## config.mk

```make
export PLATFORM = sky130hd
export DESIGN_NAME = ltsc_step
export DESIGN_NICKNAME = d
export VERILOG_FILES = /design/src/rtl/ltsc_pkg.sv /design/src/rtl/ltsc_step.sv
export SDC_FILE = /design/constraint.sdc
export NUM_CORES = 1
export LEC_CHECK = 0
export BUFFER_PORTS_ARGS = -buffer_cell sky130_fd_sc_hd__buf_2
export CORE_MARGIN = 3
export CORE_UTILIZATION = 40
export DETAILED_ROUTE_END_ITERATION = 12
export GPL_ROUTABILITY_DRIVEN = 1
export PLACE_DENSITY = 0.72
export REMOVE_ABC_BUFFERS = 1
export SYNTH_ARGS = -nofsm -noshare
export SYNTH_HDL_FRONTEND = slang
export SYNTH_SLANG_ARGS = --single-unit
```

## constraint.sdc

```tcl
create_clock -name vclk -period 5.7
set_clock_uncertainty 0.15 [all_clocks]
set_input_delay 1.14 -clock vclk [all_inputs]
set_output_delay 1.14 -clock vclk [all_outputs]
set_load 0.1 [all_outputs]
```

## src/rtl/ltsc_pkg.sv

```systemverilog
// Package: status codes, character constants and shared types of the term checker.
package ltsc_pkg;

  localparam logic [3:0] ST_OK           = 4'd0;
  localparam logic [3:0] ST_ILLEGAL_START = 4'd1;
  localparam logic [3:0] ST_EMPTY        = 4'd2;
  localparam logic [3:0] ST_EXTRA_CLOSE  = 4'd3;
  localparam logic [3:0] ST_FACTS_ADJ    = 4'd4;
  localparam logic [3:0] ST_OPS_ADJ      = 4'd5;
  localparam logic [3:0] ST_UNKNOWN      = 4'd6;
  localparam logic [3:0] ST_TRAILING_OP  = 4'd7;
  localparam logic [3:0] ST_OPEN_BRACE   = 4'd8;
  localparam logic [3:0] ST_BOTH         = 4'd9;
  localparam logic [3:0] ST_TOO_DEEP     = 4'd10;

  localparam logic [7:0] CH_AND   = 8'h2B;  // '+'
  localparam logic [7:0] CH_XOR   = 8'h5E;  // '^'
  localparam logic [7:0] CH_OR    = 8'h7C;  // '|'
  localparam logic [7:0] CH_OPEN  = 8'h28;  // '('
  localparam logic [7:0] CH_CLOSE = 8'h29;  // ')'
  localparam logic [7:0] CH_NOT   = 8'h21;  // '!'
  localparam logic [7:0] CH_A     = 8'h41;
  localparam logic [7:0] CH_Z     = 8'h5A;

  typedef struct packed {
    logic fact_seen;
    logic operator_pending;
  } flags_t;

  typedef struct packed {
    logic        term_ok;
    logic [3:0]  status;
    logic [15:0] error_index;
    logic [7:0]  error_char;
  } verdict_t;

endpackage

```

## src/rtl/ltsc_step.sv

```systemverilog
// Step logic: classifies one character and computes next state and verdict.
module ltsc_step #(
  parameter int MAX_DEPTH     = 255,
  parameter int POSITION_BITS = 16,
  parameter int DEPTH_BITS    = $clog2(MAX_DEPTH + 1)
) (
  input  logic [7:0]               char_code,
  input  logic                     term_end,
  input  logic [DEPTH_BITS-1:0]    depth,
  input  ltsc_pkg::flags_t         flags,
  input  logic [POSITION_BITS-1:0] position,
  input  logic [3:0]               lat_status,
  input  logic [POSITION_BITS-1:0] lat_index,
  input  logic [7:0]               lat_char,
  output logic [DEPTH_BITS-1:0]    depth_next,
  output ltsc_pkg::flags_t         flags_next,
  output logic [POSITION_BITS-1:0] position_next,
  output logic [3:0]               lat_status_next,
  output logic [POSITION_BITS-1:0] lat_index_next,
  output logic [7:0]               lat_char_next,
  output ltsc_pkg::verdict_t       verdict
);
  import ltsc_pkg::*;

  localparam logic [DEPTH_BITS-1:0] DEPTH_LIMIT = DEPTH_BITS'(MAX_DEPTH);

  logic                     is_op;
  logic                     is_fact;
  logic [3:0]               st;
  logic [POSITION_BITS-1:0] idx;
  logic [7:0]               ech;
  logic [POSITION_BITS+15:0] idx_wide;

  assign is_op   = (char_code == CH_AND) || (char_code == CH_XOR) || (char_code == CH_OR);
  assign is_fact = (char_code >= CH_A) && (char_code <= CH_Z);

  // verdict at the terminator
  always_comb begin
    st  = ST_OK;
    idx = '0;
    ech = '0;
    if (lat_status != ST_OK) begin
      st  = lat_status;
      idx = lat_index;
      ech = lat_char;
    end else if (position == '0) begin
      st = ST_EMPTY;
    end else if (flags.operator_pending || depth != '0) begin
      if (flags.operator_pending && depth != '0) begin
        st = ST_BOTH;
      end else if (flags.operator_pending) begin
        st = ST_TRAILING_OP;
      end else begin
        st = ST_OPEN_BRACE;
      end
      idx = position;
    end
    if (st == ST_ILLEGAL_START) begin
      idx = '0;
    end
  end

  assign idx_wide            = {16'b0, idx};
  assign verdict.term_ok     = (st == ST_OK);
  assign verdict.status      = st;
  assign verdict.error_index = idx_wide[15:0];
  assign verdict.error_char  = ech;

  always_comb begin
    depth_next      = depth;
    flags_next      = flags;
    position_next   = position;
    lat_status_next = lat_status;
    lat_index_next  = lat_index;
    lat_char_next   = lat_char;
    if (term_end) begin
      depth_next      = '0;
      flags_next      = '0;
      position_next   = '0;
      lat_status_next = ST_OK;
      lat_index_next  = '0;
      lat_char_next   = '0;
    end else begin
      if (lat_status == ST_OK) begin
        if (position == '0 && is_op) begin
          lat_status_next = ST_ILLEGAL_START;
          lat_index_next  = position;
          lat_char_next   = '0;
        end else if (char_code == CH_OPEN) begin
          if (depth >= DEPTH_LIMIT) begin
            lat_status_next = ST_TOO_DEEP;
            lat_index_next  = position;
            lat_char_next   = '0;
          end else begin
            depth_next = depth + 1'b1;
          end
        end else if (char_code == CH_CLOSE) begin
          if (depth == '0) begin
            lat_status_next = ST_EXTRA_CLOSE;
            lat_index_next  = position;
            lat_char_next   = '0;
          end else begin
            depth_next = depth - 1'b1;
          end
        end else if (is_fact) begin
          if (!flags.fact_seen) begin
            flags_next.fact_seen        = 1'b1;
            flags_next.operator_pending = 1'b0;
          end else begin
            lat_status_next = ST_FACTS_ADJ;
            lat_index_next  = position;
            lat_char_next   = '0;
          end
        end else if (is_op) begin
          if (flags.fact_seen && !flags.operator_pending) begin
            flags_next.fact_seen        = 1'b0;
            flags_next.operator_pending = 1'b1;
          end else begin
            lat_status_next = ST_OPS_ADJ;
            lat_index_next  = position;
            lat_char_next   = '0;
          end
        end else if (char_code != CH_NOT) begin
          lat_status_next = ST_UNKNOWN;
          lat_index_next  = position;
          lat_char_next   = char_code;
        end
      end
      if (position != '1) begin
        position_next = position + 1'b1;
      end
    end
  end

endmodule

```

==> results_dict.tcl <==
set metrics [dict create \
    port_buffers 146 \
    routed_via_density 6.41 \
    antenna_found_initial 0 \
    tightest_slew_ns 0.940 \
    netlist_instances 462 \
    grt_pass1_vias 4004 \
    crit_type "primary input to output pin" \
    ir_drop_mv 0.102 \
    start_kind "primary input" \
    hold_viol_final 0 \
    cpMostUsedCell "buf_2" \
    path_buf_inv 3 \
    ys_seq_area_share_pct 0 \
    ctsResizeCount 0 \
    drc 0 \
    dieWidth_um 90.0 \
    path_max_fanout 9 \
    ios 146 \
    syn_to_final_growth_pct 27.6 \
    setup_viol 0 \
    fmax_ghz 0.184 \
    crit_path_max_incr_delay_ns 0.61 \
    detail-route-antenna-nets 0 \
    coreArea_um2 6830 \
    timing.final.ws_setup_ns 0.267 \
    rsz0062_at_grt "false" \
    total_power_w 0.000485 \
    drt-pass1-iter-count 7 \
    rows 30 \
    slew_headroom_pct 36.5 \
    worst_setup_path_end_kind "output pin" \
    dp_hpwl_mm 9.24 \
    power.density_nw_per_um2 135 \
    dp_slack_ns 0.375 \
    post-route-period-util_pct 95.3 \
    nFlopsAndLatches 0 \
    fillers 731 \
    slew_violations 0 \
    grt_max_degree 38 \
    syn_area_per_cell_um2 6.12 \
    grt_pass1_wl_mm 19.4 \
    nClkBuffers 0 \
    drtIter0Drc 374 \
    place_congestion 0.964 \
    drt-total-wl_mm 12.3 \
    hold_class "primary input to output pin" \
    timing.hold.ws_ns 2.64 \
    cap_violations 0 \
    die_h_um 90.0 \
    grt_usage_pct 27.6 \
    path_cells "buf_2 > inv_1 > ha_1 > nor3b_1 > and2_1 > a21oi_1 > nor2_1 > o311ai_0 > o21ai_0 > buf_2" \
    post_cts_buffers 0 \
    critPathSlowestCell "nor2_1" \
    arrival_ns 4.14 \
    cp_top_family "simple AND/OR/NAND/NOR gates" \
    drive_above_1_share_pct 31.7 \
    cts-hold-fix-buffers 0 \
    initial_core_util_pct 41.4 \
    power_leakage_nw 1.66 \
    diodes 0 \
    synth_warnings 0 \
    status "complete, no violations" \
    synth_area_um2 2830 \
    num-nets-final 650 \
    vias 4340 \
    gr-total-overflow 0 \
    layout_min_cycle_time_ns 5.43 \
    synth_cell_types 65 \
    crit_required_ns 4.41 \
    fin_util_pct 52.8 \
    dieArea_um2 8110 \
    wire_per_inst_um 18.1 \
    seq_area_um2 0 \
]
==> area by class of cell <==
class                           count  area [µm²]  share of cell area (%)
Inverter                           31         116                    3.23
Timing Repair Buffer              160         836                    23.2
Tap cell                           96         120                    3.33
Multi-Input combinational cell    390        2530                    70.3
==> kinds of logic after synthesis <==
logic type | synth area share (%)
AND/OR/NAND/NOR | 35.3
AO/OA/AOI/OAI | 43.4
buffers and inverters | 10.5
multiplexers | 6.60
XOR/XNOR | 2.48
adder cells (fa/ha/maj) | 1.77
==> final timing paths <==
kind,start,end,slack [ns],depth (start not counted)
setup / recovery,depth[0],lat_index_next[9],0.27,10
hold / removal,lat_char[6],verdict[6],2.64,3
==> through the flow <==
step	instance area [µm²]	std cells	TNS [ns]
finish	3610	677	0
global route	3610	677	0
floorplan	2640	421	-8.18
CTS	3610	677	0
detailed placement	3610	677	0
global placement	3610	677	0
==> routing by layer <==
layer  routed length, µm  part of all wire (%)  global-route usage [%]  vias to the layer above
met4                 289                   2.4                    7.91                        0
met2                5750                    47                    47.6                      302
li1                    -                     -                       -                     2010
met3                1450                    12                    4.85                       28
met1                4800                    39                    35.0                     2000
met5                   0                     0                       0                        -
==> where the power goes <==
part / switching (W) / internal, W
clock network: 0 / 0
logic: 0.000395 / 0.0000901
registers: 0 / 0
==> synthesized netlist by cell type, types with 3 or more instances <==
cell type / instances / area share [%]
o21ai_0: 27 / 4.8
a32o_1: 10 / 3.5
o211ai_1: 10 / 2.7
or3_1: 7 / 1.5
nor3_1: 12 / 2.1
o311ai_0: 9 / 2.8
nand4_1: 6 / 1.3
a21oi_1: 29 / 5.1
nor4_1: 10 / 2.2
and2_1: 14 / 3.1
o31ai_1: 3 / 0.80
nand2_1: 38 / 5.0
clkbuf_1: 28 / 3.7
mux2_2: 5 / 2.0
a31oi_1: 9 / 2.0
inv_1: 31 / 4.1
mux2i_1: 13 / 4.6
o22ai_1: 3 / 0.66
and4_1: 4 / 1.2
ha_1: 4 / 1.8
a22oi_1: 16 / 4.3
a222oi_1: 9 / 3.2
a21o_1: 5 / 1.3
buf_2: 10 / 1.8
nand3_1: 16 / 2.8
o21ai_1: 4 / 0.71
a311oi_1: 5 / 1.5
a41oi_1: 3 / 0.93
a211oi_1: 5 / 1.3
xnor2_1: 8 / 2.5
nor2_1: 61 / 8.1
==> cell usage in the layout, fill, tap and decap left out, types with 4 or more instances in the layout <==
cell / netlist / routed
a32o_1: 10 / 10
o211ai_1: 10 / 10
a222oi_1: 9 / 9
o21ai_1: 4 / 4
nor4_1: 10 / 10
buf_4: 2 / 14
nand3_1: 16 / 16
xnor2_1: 8 / 8
a21oi_1: 29 / 29
inv_1: 31 / 31
nand2_1: 38 / 38
a211oi_1: 5 / 5
mux2i_1: 13 / 13
or3_1: 7 / 7
mux2_2: 5 / 5
a21o_1: 5 / 5
buf_2: 10 / 146
nor3_1: 12 / 12
o311ai_0: 9 / 9
nand4_1: 6 / 6
and4_1: 4 / 4
ha_1: 4 / 4
a31oi_1: 9 / 9
a22oi_1: 16 / 16
nor2_1: 61 / 61
o21ai_0: 27 / 27
and2_1: 14 / 14
a311oi_1: 5 / 5
No activity file was read; power rests on OpenSTA's default activity.
